==> config.mk <==
export PLATFORM = sky130hd
export DESIGN_NAME = seven_segment_number_formatter_top
export DESIGN_NICKNAME = d
export VERILOG_FILES = /design/src/sv/ssnf_pkg.sv /design/src/sv/seven_segment_number_formatter_top.sv /design/src/sv/ssnf_digit_pipe.sv /design/src/sv/ssnf_image.sv /design/src/sv/ssnf_frame_tx.sv
export SDC_FILE = /design/constraint.sdc
export NUM_CORES = 1
export LEC_CHECK = 0
export BUFFER_PORTS_ARGS = -buffer_cell sky130_fd_sc_hd__buf_4
export CORE_MARGIN = 2
export CORE_UTILIZATION = 37
export CTS_CLUSTER_DIAMETER = 100
export CTS_CLUSTER_SIZE = 25
export DETAILED_ROUTE_END_ITERATION = 12
export MAX_ROUTING_LAYER = met4
export PLACE_DENSITY = 0.52
export SYNTH_ARGS = -nofsm -noshare
export SYNTH_HDL_FRONTEND = slang
export SYNTH_SLANG_ARGS = --single-unit
==> constraint.sdc <==
create_clock -name aclk -period 9.7 [get_ports aclk]
set_input_delay 0.485 -clock aclk [delete_from_list [all_inputs] [get_ports aclk]]
set_output_delay 0.485 -clock aclk [all_outputs]
set_load 0.02 [all_outputs]
==> src/sv/ssnf_pkg.sv <==
// shared types, constants and helpers for the seven-segment number formatter
`default_nettype none

package ssnf_pkg;

    // display geometry
    localparam int DIGITS   = 4;
    localparam int NUM_NIBS = 5;
    localparam int NIB_W    = 4 * NUM_NIBS;

    // segment patterns
    localparam logic [7:0] SEG_BLANK = 8'h00;
    localparam logic [7:0] SEG_ZERO  = 8'h3F;
    localparam logic [7:0] SEG_DASH  = 8'h40;
    localparam int         COLON_BIT = 15;

    localparam logic [7:0] SEG_TABLE [16] = '{
        8'h3F, 8'h06, 8'h5B, 8'h4F, 8'h66, 8'h6D, 8'h7D, 8'h07,
        8'h7F, 8'h6F, 8'h77, 8'h7C, 8'h39, 8'h5E, 8'h79, 8'h71
    };

    // controller command bytes
    localparam logic [15:0] ADDR_MODE = 16'hC040;
    localparam logic [7:0]  CTRL_BASE = 8'h88;
    localparam logic [7:0]  CTRL_OFF  = 8'h80;

    localparam logic [2:0] BRIGHT_RESET = 3'd7;
    localparam logic [1:0] LAST_WORD    = 2'd2;

    typedef enum logic [2:0] {
        FUNC_FULL      = 3'd0,
        FUNC_LEFT      = 3'd1,
        FUNC_RIGHT     = 3'd2,
        FUNC_COLON_ON  = 3'd3,
        FUNC_COLON_OFF = 3'd4,
        FUNC_REFRESH   = 3'd5,
        FUNC_CLEAR     = 3'd6,
        FUNC_UNUSED    = 3'd7
    } func_t;

    // one command with its digits, least significant digit in the bottom nibble position
    typedef struct packed {
        func_t             func;
        logic              pad;
        logic              neg;
        logic [NIB_W-1:0]  nibbles;
    } digit_item_t;

    // the three controller words of one command
    typedef struct packed {
        logic [31:0] w0;
        logic [31:0] w1;
        logic [31:0] w2;
    } frame_t;

    // one double-dabble step: add 3 to digits of 5 or more, then shift in a bit
    function automatic logic [NIB_W-1:0] dabble_step(input logic [NIB_W-1:0] bcd,
                                                     input logic             b);
        logic [NIB_W-1:0] adj;
        adj = bcd;
        for (int k = 0; k < NUM_NIBS; k++) begin
            if (adj[4*k +: 4] >= 4'd5) begin
                adj[4*k +: 4] = adj[4*k +: 4] + 4'd3;
            end
        end
        return {adj[NIB_W-2:0], b};
    endfunction

endpackage

`default_nettype wire

==> src/sv/seven_segment_number_formatter_top.sv <==
// top level of the four-digit seven-segment number formatter
`default_nettype none

// Formats commands for a four-digit seven-segment display controller. Each
// accepted item (full signed number, left or right digit pair, colon on/off,
// refresh or clear) yields three 32-bit controller words on the m_ channel,
// the third flagged by m_last; func code 7 is accepted and dropped. Numbers
// go out in decimal or hex, right-aligned, with optional leading zeros, a
// dash for negatives and the leading digits kept on overflow. An item moves
// through an input register and two conversion stages (16 double-dabble
// steps, eight per stage), then updates the segment image as its frame is
// loaded into the output register, which raises m_valid. The output
// sequencer sends one word per cycle while m_ready is high and loads the
// next frame as the last word is taken; up to four items are in flight and
// s_ready stays high while the stages ahead can move. brightness (reset 7)
// is written through cfg_valid/cfg_brightness, always ready, and is used by
// the next frame built.

module seven_segment_number_formatter_top (
    input  wire logic        aclk,
    input  wire logic        aresetn,
    // configuration write
    input  wire logic        cfg_valid,
    output logic             cfg_ready,
    input  wire logic [2:0]  cfg_brightness,
    // command items
    input  wire logic        s_valid,
    output logic             s_ready,
    input  wire logic [2:0]  s_func,
    input  wire logic [15:0] s_value,
    input  wire logic        s_hex_mode,
    input  wire logic        s_pad_zeros,
    // controller words
    output logic             m_valid,
    input  wire logic        m_ready,
    output logic [31:0]      m_out_word,
    output logic             m_last
);
    import ssnf_pkg::*;

    // brightness register, added to the display control byte
    logic [2:0] brightness_reg, brightness_next;

    // digit pipeline to image update
    logic        dig_valid, dig_ready;
    digit_item_t dig_item;

    // image update to output sequencer
    logic   load_valid, load_ready;
    frame_t frame;

    assign cfg_ready       = 1'b1;
    assign brightness_next = cfg_valid ? cfg_brightness : brightness_reg;

    always_ff @(posedge aclk) begin
        if (!aresetn) begin
            brightness_reg <= BRIGHT_RESET;
        end else begin
            brightness_reg <= brightness_next;
        end
    end

    // input register plus binary to digit conversion
    ssnf_digit_pipe u_digit_pipe (
        .aclk         (aclk),
        .aresetn      (aresetn),
        .in_valid     (s_valid),
        .in_ready     (s_ready),
        .in_func      (s_func),
        .in_value     (s_value),
        .in_hex_mode  (s_hex_mode),
        .in_pad_zeros (s_pad_zeros),
        .out_valid    (dig_valid),
        .out_ready    (dig_ready),
        .out_item     (dig_item)
    );

    // segment image and colon state, builds the three words
    ssnf_image u_image (
        .aclk       (aclk),
        .aresetn    (aresetn),
        .item_valid (dig_valid),
        .item_ready (dig_ready),
        .item       (dig_item),
        .brightness (brightness_reg),
        .load_valid (load_valid),
        .load_ready (load_ready),
        .frame      (frame)
    );

    // output register, one word per cycle while m_ready is high
    ssnf_frame_tx u_frame_tx (
        .aclk       (aclk),
        .aresetn    (aresetn),
        .load_valid (load_valid),
        .load_ready (load_ready),
        .frame      (frame),
        .m_valid    (m_valid),
        .m_ready    (m_ready),
        .m_out_word (m_out_word),
        .m_last     (m_last)
    );

endmodule

`default_nettype wire

==> src/sv/ssnf_digit_pipe.sv <==
// input register and two-stage binary to digit conversion
`default_nettype none

module ssnf_digit_pipe (
    input  wire logic                 aclk,
    input  wire logic                 aresetn,
    input  wire logic                 in_valid,
    output logic                      in_ready,
    input  wire logic [2:0]           in_func,
    input  wire logic [15:0]          in_value,
    input  wire logic                 in_hex_mode,
    input  wire logic                 in_pad_zeros,
    output logic                      out_valid,
    input  wire logic                 out_ready,
    output ssnf_pkg::digit_item_t     out_item
);
    import ssnf_pkg::*;

    // stage 0: input register
    logic        v0_reg;
    func_t       func0_reg;
    logic [15:0] value0_reg;
    logic        hex0_reg;
    logic        pad0_reg;

    // stage 1: upper byte converted
    logic        v1_reg;
    func_t       func1_reg;
    logic        hex1_reg;
    logic        pad1_reg;
    logic        neg1_reg;
    logic [15:0] num1_reg;
    logic [11:0] bcd1_reg;

    // stage 2: all digits
    logic        v2_reg;
    digit_item_t item2_reg;

    logic        rdy0, rdy1, rdy2;
    logic        func_ok;
    logic        neg1_next;
    logic [15:0] num1_next;
    logic [11:0] bcd1_next;
    digit_item_t item2_next;

    assign rdy2     = !v2_reg || out_ready;
    assign rdy1     = !v1_reg || rdy2;
    assign rdy0     = !v0_reg || rdy1;
    assign in_ready = rdy0;
    assign func_ok  = (func_t'(in_func) != FUNC_UNUSED);

    // magnitude and first eight conversion steps
    always_comb begin
        logic [NIB_W-1:0] b;
        neg1_next = (func0_reg == FUNC_FULL) && value0_reg[15];
        num1_next = neg1_next ? 16'(~value0_reg + 16'd1) : value0_reg;
        b = '0;
        for (int i = 15; i >= 8; i--) begin
            b = dabble_step(b, num1_next[i]);
        end
        bcd1_next = b[11:0];
    end

    // last eight steps, then pick decimal or hex digits
    always_comb begin
        logic [NIB_W-1:0] b;
        b = {8'h00, bcd1_reg};
        for (int i = 7; i >= 0; i--) begin
            b = dabble_step(b, num1_reg[i]);
        end
        item2_next.func    = func1_reg;
        item2_next.pad     = pad1_reg;
        item2_next.neg     = neg1_reg;
        item2_next.nibbles = hex1_reg ? {4'h0, num1_reg} : b;
    end

    always_ff @(posedge aclk) begin
        if (!aresetn) begin
            v0_reg <= 1'b0;
            v1_reg <= 1'b0;
            v2_reg <= 1'b0;
        end else begin
            if (rdy0) begin
                v0_reg <= in_valid && func_ok;
            end
            if (rdy1) begin
                v1_reg <= v0_reg;
            end
            if (rdy2) begin
                v2_reg <= v1_reg;
            end
        end
    end

    always_ff @(posedge aclk) begin
        if (rdy0) begin
            func0_reg  <= func_t'(in_func);
            value0_reg <= in_value;
            hex0_reg   <= in_hex_mode;
            pad0_reg   <= in_pad_zeros;
        end
        if (rdy1) begin
            func1_reg <= func0_reg;
            hex1_reg  <= hex0_reg;
            pad1_reg  <= pad0_reg;
            neg1_reg  <= neg1_next;
            num1_reg  <= num1_next;
            bcd1_reg  <= bcd1_next;
        end
        if (rdy2) begin
            item2_reg <= item2_next;
        end
    end

    assign out_valid = v2_reg;
    assign out_item  = item2_reg;

    // partial decimal digits of the upper byte stay in range
    a_bcd_range: assert property (@(posedge aclk) disable iff (!aresetn)
        v1_reg |-> (bcd1_reg[3:0] <= 4'd9) && (bcd1_reg[7:4] <= 4'd9) &&
                   (bcd1_reg[11:8] <= 4'd2))
        else $error("upper byte digits out of range");

endmodule

`default_nettype wire

==> src/sv/ssnf_image.sv <==
// segment image update, colon state and frame word build
`default_nettype none

module ssnf_image (
    input  wire logic                  aclk,
    input  wire logic                  aresetn,
    input  wire logic                  item_valid,
    output logic                       item_ready,
    input  wire ssnf_pkg::digit_item_t item,
    input  wire logic [2:0]            brightness,
    output logic                       load_valid,
    input  wire logic                  load_ready,
    output ssnf_pkg::frame_t           frame
);
    import ssnf_pkg::*;

    logic [31:0] shown_reg, shown_next;
    logic        colon_reg, colon_next;

    logic             fire;
    logic [2:0]       ndig;
    logic [NIB_W-1:0] lead;
    logic [3:0]       lead_dig [DIGITS];
    logic [31:0]      full_img;
    logic [15:0]      pair_img;
    logic [31:0]      img;

    assign item_ready = load_ready;
    assign load_valid = item_valid;
    assign fire       = item_valid && load_ready;

    // digit count and leading-digit alignment
    always_comb begin
        if (item.nibbles[19:16] != 4'h0) begin
            ndig = 3'd5;
        end else if (item.nibbles[15:12] != 4'h0) begin
            ndig = 3'd4;
        end else if (item.nibbles[11:8] != 4'h0) begin
            ndig = 3'd3;
        end else if (item.nibbles[7:4] != 4'h0) begin
            ndig = 3'd2;
        end else begin
            ndig = 3'd1;
        end
        case (ndig)
            3'd5:    lead = item.nibbles;
            3'd4:    lead = item.nibbles << 4;
            3'd3:    lead = item.nibbles << 8;
            3'd2:    lead = item.nibbles << 12;
            default: lead = item.nibbles << 16;
        endcase
        for (int j = 0; j < DIGITS; j++) begin
            lead_dig[j] = lead[NIB_W-1-4*j -: 4];
        end
    end

    // full number image
    always_comb begin
        logic [2:0] w;
        logic [2:0] off;
        logic [2:0] pos;
        logic [1:0] idx;
        logic [7:0] dig_seg;
        logic [7:0] byte_v;
        if (item.neg) begin
            w   = (ndig > 3'd3) ? 3'd3 : ndig;
            off = 3'd3 - w;
        end else begin
            w   = (ndig > 3'd4) ? 3'd4 : ndig;
            off = 3'd4 - w;
        end
        full_img = '0;
        for (int p = 0; p < DIGITS; p++) begin
            pos     = 3'(p);
            idx     = 2'(pos - off - {2'b00, item.neg});
            dig_seg = SEG_TABLE[lead_dig[idx]];
            if (!item.neg) begin
                if (pos < off) begin
                    byte_v = item.pad ? SEG_ZERO : SEG_BLANK;
                end else begin
                    byte_v = dig_seg;
                end
            end else if (item.pad) begin
                if (pos == 3'd0) begin
                    byte_v = SEG_DASH;
                end else if (pos <= off) begin
                    byte_v = SEG_ZERO;
                end else begin
                    byte_v = dig_seg;
                end
            end else begin
                if (pos < off) begin
                    byte_v = SEG_BLANK;
                end else if (pos == off) begin
                    byte_v = SEG_DASH;
                end else begin
                    byte_v = dig_seg;
                end
            end
            full_img[8*p +: 8] = byte_v;
        end
    end

    // two-digit half image, single digit right-aligned
    always_comb begin
        if (ndig == 3'd1) begin
            pair_img = {SEG_TABLE[lead_dig[0]], item.pad ? SEG_ZERO : SEG_BLANK};
        end else begin
            pair_img = {SEG_TABLE[lead_dig[1]], SEG_TABLE[lead_dig[0]]};
        end
    end

    // next image and colon per command
    always_comb begin
        img        = shown_reg;
        colon_next = colon_reg;
        case (item.func)
            FUNC_FULL: begin
                img = full_img;
                img[COLON_BIT] = full_img[COLON_BIT] | colon_reg;
            end
            FUNC_LEFT: begin
                img = {shown_reg[31:16], pair_img};
                img[COLON_BIT] = pair_img[COLON_BIT] | colon_reg;
            end
            FUNC_RIGHT: begin
                img = {pair_img, shown_reg[15:0]};
                img[COLON_BIT] = shown_reg[COLON_BIT] | colon_reg;
            end
            FUNC_COLON_ON: begin
                colon_next     = 1'b1;
                img[COLON_BIT] = 1'b1;
            end
            FUNC_COLON_OFF: begin
                colon_next     = 1'b0;
                img[COLON_BIT] = 1'b0;
            end
            default: begin
                img = shown_reg;
            end
        endcase
        if (!fire) begin
            colon_next = colon_reg;
        end
        shown_next = fire ? img : shown_reg;
    end

    // controller words
    always_comb begin
        if (item.func == FUNC_CLEAR) begin
            frame.w0 = {24'h000000, CTRL_OFF};
            frame.w1 = {16'h0000, ADDR_MODE};
            frame.w2 = 32'h00000000;
        end else begin
            frame.w0 = {img[15:0], ADDR_MODE};
            frame.w1 = {img[31:16], 16'h0000};
            frame.w2 = {24'h000000, CTRL_BASE + {5'b00000, brightness}};
        end
    end

    always_ff @(posedge aclk) begin
        if (!aresetn) begin
            shown_reg <= '0;
            colon_reg <= 1'b0;
        end else begin
            shown_reg <= shown_next;
            colon_reg <= colon_next;
        end
    end

    // a lit colon is always in the stored image
    a_colon_shown: assert property (@(posedge aclk) disable iff (!aresetn)
        colon_reg |-> shown_reg[COLON_BIT])
        else $error("colon lit but missing from image");

endmodule

`default_nettype wire

==> src/sv/ssnf_frame_tx.sv <==
// three-word frame register and output sequencer
`default_nettype none

module ssnf_frame_tx (
    input  wire logic             aclk,
    input  wire logic             aresetn,
    input  wire logic             load_valid,
    output logic                  load_ready,
    input  wire ssnf_pkg::frame_t frame,
    output logic                  m_valid,
    input  wire logic             m_ready,
    output logic [31:0]           m_out_word,
    output logic                  m_last
);
    import ssnf_pkg::*;

    logic       busy_reg, busy_next;
    logic [1:0] idx_reg, idx_next;
    frame_t     frame_reg, frame_next;

    logic take, final_take, load;

    assign take       = busy_reg && m_ready;
    assign final_take = take && (idx_reg == LAST_WORD);
    assign load_ready = !busy_reg || final_take;
    assign load       = load_valid && load_ready;

    always_comb begin
        busy_next  = busy_reg;
        idx_next   = idx_reg;
        frame_next = frame_reg;
        if (load) begin
            busy_next  = 1'b1;
            idx_next   = 2'd0;
            frame_next = frame;
        end else if (final_take) begin
            busy_next = 1'b0;
        end else if (take) begin
            idx_next = idx_reg + 2'd1;
        end
    end

    always_ff @(posedge aclk) begin
        if (!aresetn) begin
            busy_reg <= 1'b0;
            idx_reg  <= 2'd0;
        end else begin
            busy_reg <= busy_next;
            idx_reg  <= idx_next;
        end
    end

    always_ff @(posedge aclk) begin
        frame_reg <= frame_next;
    end

    always_comb begin
        case (idx_reg)
            2'd0:    m_out_word = frame_reg.w0;
            2'd1:    m_out_word = frame_reg.w1;
            default: m_out_word = frame_reg.w2;
        endcase
    end

    assign m_valid = busy_reg;
    assign m_last  = (idx_reg == LAST_WORD);

    // words of one frame go out without gaps
    a_frame_contig: assert property (@(posedge aclk) disable iff (!aresetn)
        (take && !m_last) |=> m_valid)
        else $error("frame interrupted before last word");

    // nothing follows the last word unless a new frame was loaded
    a_frame_end: assert property (@(posedge aclk) disable iff (!aresetn)
        (final_take && !load_valid) |=> !m_valid)
        else $error("output valid after last word with no frame loaded");

    // word index never runs past the last word
    a_idx_range: assert property (@(posedge aclk) disable iff (!aresetn)
        m_valid |-> (idx_reg != 2'd3))
        else $error("word index past end of frame");

endmodule

`default_nettype wire

==> results.cfg, run 1 <==
[worst_setup_path]
cp-startpoint = u_digit_pipe.num1_reg[8]
critPathCaptureType = flop
slowest_stage = edfxtp_1
start_kind = flop
critPathArrivalTime_ps = 7900
critical-path-top-delay-family = compound AO/OA/AOI/OAI gates
cpMostUsedCell = ha_1
crit_required_ps = 9890
slowest_delay_ps = 630
path_buf_inv = 4
r2r_start = u_digit_pipe.num1_reg[8]
worstPathMaxFanout = 15
worstSetupPathType = reg2reg

[routing]
detail-route-antenna-nets = 0
drt-initial-drc-count = 983
drc = 1
avgRoutedWirePerCell_um = 16.4
wirelength_um = 33600
vias = 11775
dr.pass1.iters = 11
avgViaCountPerCell = 5.76

[synth]
avgSynthCellArea_um2 = 8.55
synth.distinct_cells = 105
yosys-top-cells-area = edfxtp_1 (26%), ha_1 (7.1%), dfxtp_1 (6.3%)
ys_seq_area_share_pct = 32.0
async_reset_ff_share_pct = 0
yosys_register_bits = 157
synthCells = 1568
ys.flop_type = edfxtp_1
synth_commonest_cells = nand2_1 (169), nor2_1 (149), a21oi_1 (125), edfxtp_1 (115), o21ai_0 (98)
yosysMostFrequentCell = nand2_1
synth_warnings = 0
syn_area_um2 = 13400
synth_edf_count = 115
synth_top_area_share_pct = 25.8
yosys.area.top_type = edfxtp_1

[sta]
hold_violations = 0
finalSetupTns_ps = 0
finalWorstPathRequiredPeriod_ps = 7720
rsz0062_at_grt = false
fin_skew_ps = 11.5
setup_violations = 0
max_slew_margin_pct = 20.9
worst_pin_slew_ps = 1150
max_freq_ghz = 0.130
layout_worst_path_cycle_share_pct = 79.6
slew_viol_final = 0
hold-worst-slack_ps = 214

[finish]
final_net_count = 1675
largest_register_ffs = 38
post-route-util_pct = 41.4
syn_to_final_growth_pct = 10.2
fillers = 3553
drive_gt1_share_pct = 10.7
diodes = 0

[global_route]
grt_antenna_before_repair = 0
grt_max_degree = 85
grt_pass1_wl_um = 56100
grt_use_total_pct = 18.5
grt_pass1_vias = 11057
grt-ovfl-total = 0

[clock_network]
cts.path.max_buffers = 2
cts_resized = 0
clk_pin_slew_worst_paths_ps = 70
post-cts-setup-buffers = 0
cts_buffers = 17
cts_max_level = 4
cts_root_buffer = clkbuf_16
clkLatencyLatePin_ps = 450
hold_buffers = 0
clkSinkCount = 157
tritoncts = done

[placed_design]
gp_congestion = 0.860
io_buffer_count = 55
dp_hpwl_um = 25400

[floorplan]
ioPinCount = 65
die_w_um = 194
row_count = 69
start_util_pct = 37.6
die_y_um = 194
core_area_um2 = 35700
dieArea_um2 = 37800

[outcome]
violations = design-rule violations
status = finished, violations left

[job]
maxCapViolations = 0

[worst_hold_path]
hp-start = s_value[15]
min_path_type = in2reg
cell families after synthesis:
logic type,after synthesis,synth area share (%)
other cells,2,0.0560
flops,157,32.0
compound gates,537,28.7
mux,74,6.05
fa+ha+maj,76,7.09
buf+inv,169,5.21
xor+xnor,42,2.97
simple gates,511,17.9
worst reg2reg max path, delay by kind of cell, from the launching register on:
family          cells  cell delay, ps
buf+inv             4             360
simple gates        8            1340
fa+ha+maj           6            1470
xor+xnor            4            1000
mux                 2             430
compound gates      8            2230
flops               1             630
per-layer routing:
layer / up-vias / share of wire, % / wire length [um] / global-route usage [%]
met5: - / 0 / 0 / -
li1: 5885 / - / - / -
met4: 0 / 0.89 / 298 / 4.07
met2: 239 / 45 / 15000 / 28.5
met3: 19 / 4.1 / 1380 / 2.74
met1: 5632 / 50 / 16900 / 25.6
metrics by stage:
stage / area (um^2) / worst slack [ps] / cells
floorplan: 13400 / 2950 / 1575
global placement: 14100 / 2320 / 2012
detailed placement: 14100 / 2110 / 2012
CTS: 14800 / 2090 / 2044
global route: 14800 / 1080 / 2044
finish: 14800 / 1980 / 2044
area by class of cell:
| class | instances | area (um^2) | area share, % |
|---|---|---|---|
| Multi-Input combinational cell | 1249 | 8440 | 57.2 |
| Sequential cell | 157 | 4290 | 29.1 |
| Tap cell | 461 | 577 | 3.91 |
| Timing Repair Buffer | 64 | 480 | 3.25 |
| Clock buffer | 17 | 425 | 2.88 |
| Inverter | 81 | 305 | 2.07 |
| Clock inverter | 15 | 245 | 1.66 |
path summary, 6_finish.rpt:
kind	end	slack, ps	cells after the start
max reg2reg	u_digit_pipe.out_item[17]	1980	32
max	u_digit_pipe.out_item[17]	1980	32
min reg2reg	u_digit_pipe.out_item[21]	420	0
min	u_digit_pipe.value0_reg[15]	210	1
cells in the final DEF, fill, tap and decap left out, types with 30 or more instances in the layout:
| cell | netlist | final |
|---|---|---|
| nand2_1 | 169 | 169 |
| nor2_1 | 149 | 149 |
| a21oi_1 | 125 | 125 |
| edfxtp_1 | 115 | 115 |
| o21ai_0 | 98 | 98 |
| inv_1 | 78 | 77 |
| ha_1 | 76 | 76 |
| buf_4 | 11 | 64 |
| mux2i_1 | 49 | 49 |
| dfxtp_1 | 42 | 42 |
| nand3_1 | 36 | 36 |
| o211a_1 | 30 | 30 |
Power of run 1 is not shown: default switching activity piles up to over one toggle a cycle in this logic, so the estimate is an artifact.
==> run 2: changes to the inputs <==
==> constraint.sdc (replaced) <==
create_clock -name aclk -period 7.3 [get_ports aclk]
set_input_delay 0.365 -clock aclk [delete_from_list [all_inputs] [get_ports aclk]]
set_output_delay 0.365 -clock aclk [all_outputs]
set_load 0.02 [all_outputs]
==> run 2 against run 1 <==
The run now ends clean. Clock skew increased by 11 ps. First-iteration DRC count grew 5.0%. Worst setup slack lost 1600 ps. Register-to-register slack worse by 1600 ps. Cell area rose by 2.0%. Utilization up 0.82 points. Critical path type unchanged. Highest routed layer unchanged.
==> results.cfg, run 2 (synthesis results as in run 1) <==
[outcome]
status = completed

[clock_network]
cts_buffers = 17
clkSinkCount = 157
cts_max_level = 4
tritoncts = done
clkLatencyLatePin_ps = 460
clk_pin_slew_worst_paths_ps = 90
cts.path.max_buffers = 2
cts_root_buffer = clkbuf_16

[routing]
wirelength_um = 33900
wl_met1_um = 17000
wl_met2_um = 15300
dr_wl_met3_um = 1170
drt-initial-drc-count = 1032
topRoutingLayerUsed = met4
avgRoutedWirePerCell_um = 16.3
avgViaCountPerCell = 5.69
dr.pass1.iters = 7
drc = 0
vias = 11834
detail-route-antenna-nets = 0

[worst_setup_path]
r2r_setup_slack_ps = 340
critPathArrivalTime_ps = 7180
cpMostUsedCell = inv_1
r2r_start = u_digit_pipe.bcd1_reg[4]
slowest_stage = mux2_2
critPathCaptureType = flop
crit_required_ps = 7520
start_kind = flop
slowest_delay_ps = 450
worstSetupPathType = reg2reg
worstPathMaxFanout = 10
r2r-end = u_digit_pipe.out_item[12]
ff2ff_path_depth = 33

[finish]
post-route-util_pct = 42.2
mostFrequentLayoutCells = nand2_1 (168), nor2_1 (148), a21oi_1 (121)
final_net_count = 1710
drive_gt1_share_pct = 14.2
syn_to_final_growth_pct = 12.4
layout_commonest_cell = nand2_1
largest_register_ffs = 38
diodes = 0

[worst_hold_path]
min_to = u_digit_pipe.value0_reg[3]
min_path_type = in2reg
hp-start = s_value[3]
worstHoldPathCells = 1

[placed_design]
dp_hpwl_um = 25100
gp_congestion = 0.841
io_buffer_count = 55

[global_route]
grt-ovfl-total = 0
grt_max_degree = 85
grt_pass1_wl_um = 56500
grt_pass1_vias = 10955
grt_antenna_before_repair = 0
grt_use_total_pct = 18.6

[job]
maxCapViolations = 0

[sta]
worst_pin_slew_ps = 1160
max_slew_margin_pct = 22.4
max_freq_ghz = 0.144
setup_violations = 0
slew_viol_final = 0
fin_skew_ps = 22.4
hold-worst-slack_ps = 84.1
finalWorstPathRequiredPeriod_ps = 6960
layout_worst_path_cycle_share_pct = 95.3
hold_violations = 0

[floorplan]
row_count = 69
start_util_pct = 37.6
die_y_um = 194
dieArea_um2 = 37800
die_w_um = 194
ioPinCount = 65
core_area_um2 = 35700
run 2: area by class of cell:
cell class | instances | area (um^2)
timing repair buffer | 99 | 743
sequential | 157 | 4290
tap | 461 | 577
clock buffer | 17 | 425
inverter | 81 | 305
multi-input combinational | 1249 | 8550
fill | 3553 | 20600
clock inverter | 15 | 170
run 2: worst max-delay path: cells and delay by family (launching register included):
| family | cells | cell delay [ps] |
|---|---|---|
| AO/OA/AOI/OAI | 15 | 3090 |
| adder cells (fa/ha/maj) | 5 | 1140 |
| AND/OR/NAND/NOR | 6 | 960 |
| multiplexers | 2 | 660 |
| buffers and inverters | 5 | 480 |
| flip-flops | 1 | 390 |
run 2: worst max-delay path by stage:
stage / from / to / slack [ps] / cells past startpoint
2_1_floorplan: u_digit_pipe.num1_reg[8] / u_digit_pipe.out_item[12] / 550 / 35
3_3_place_gp: u_digit_pipe.bcd1_reg[5] / u_digit_pipe.out_item[12] / 250 / 35
3_5_place_dp: u_digit_pipe.bcd1_reg[5] / u_digit_pipe.out_item[12] / 20 / 35
4_1_cts: u_digit_pipe.bcd1_reg[5] / u_digit_pipe.out_item[12] / 110 / 35
5_1_grt: u_digit_pipe.bcd1_reg[5] / u_digit_pipe.out_item[13] / -80 / 34
6_report: u_digit_pipe.bcd1_reg[4] / u_digit_pipe.out_item[12] / 340 / 33
run 2: timing repair:
item                       4_1_cts  5_1_grt
gates resized for setup          0       30
pin swaps                        0       13
hold buffers                     0        0
buffers inserted                 1       20
setup endpoints to repair        1       15
gates cloned                     0        0
run 2: per-layer routing:
| layer | vias to the layer above | global-route usage [%] |
|---|---|---|
| met2 | 213 | 28.0 |
| met3 | 26 | 2.71 |
| met4 | 0 | 4.81 |
| met1 | 5653 | 26.2 |
| met5 | - | - |
| li1 | 5942 | - |
run 2: stage by stage:
stage          area (um^2)  cells  setup WS (ps)  TNS, ps
2_1_floorplan        13400   1575            551        0
5_1_grt              15100   2079          -75.4     -298
3_5_place_dp         14200   2026           16.3        0
6_report             15100   2079            344        0
3_3_place_gp         14200   2026            251        0
4_1_cts              14800   2059            112        0
Power of run 2 is left out for the same reason.
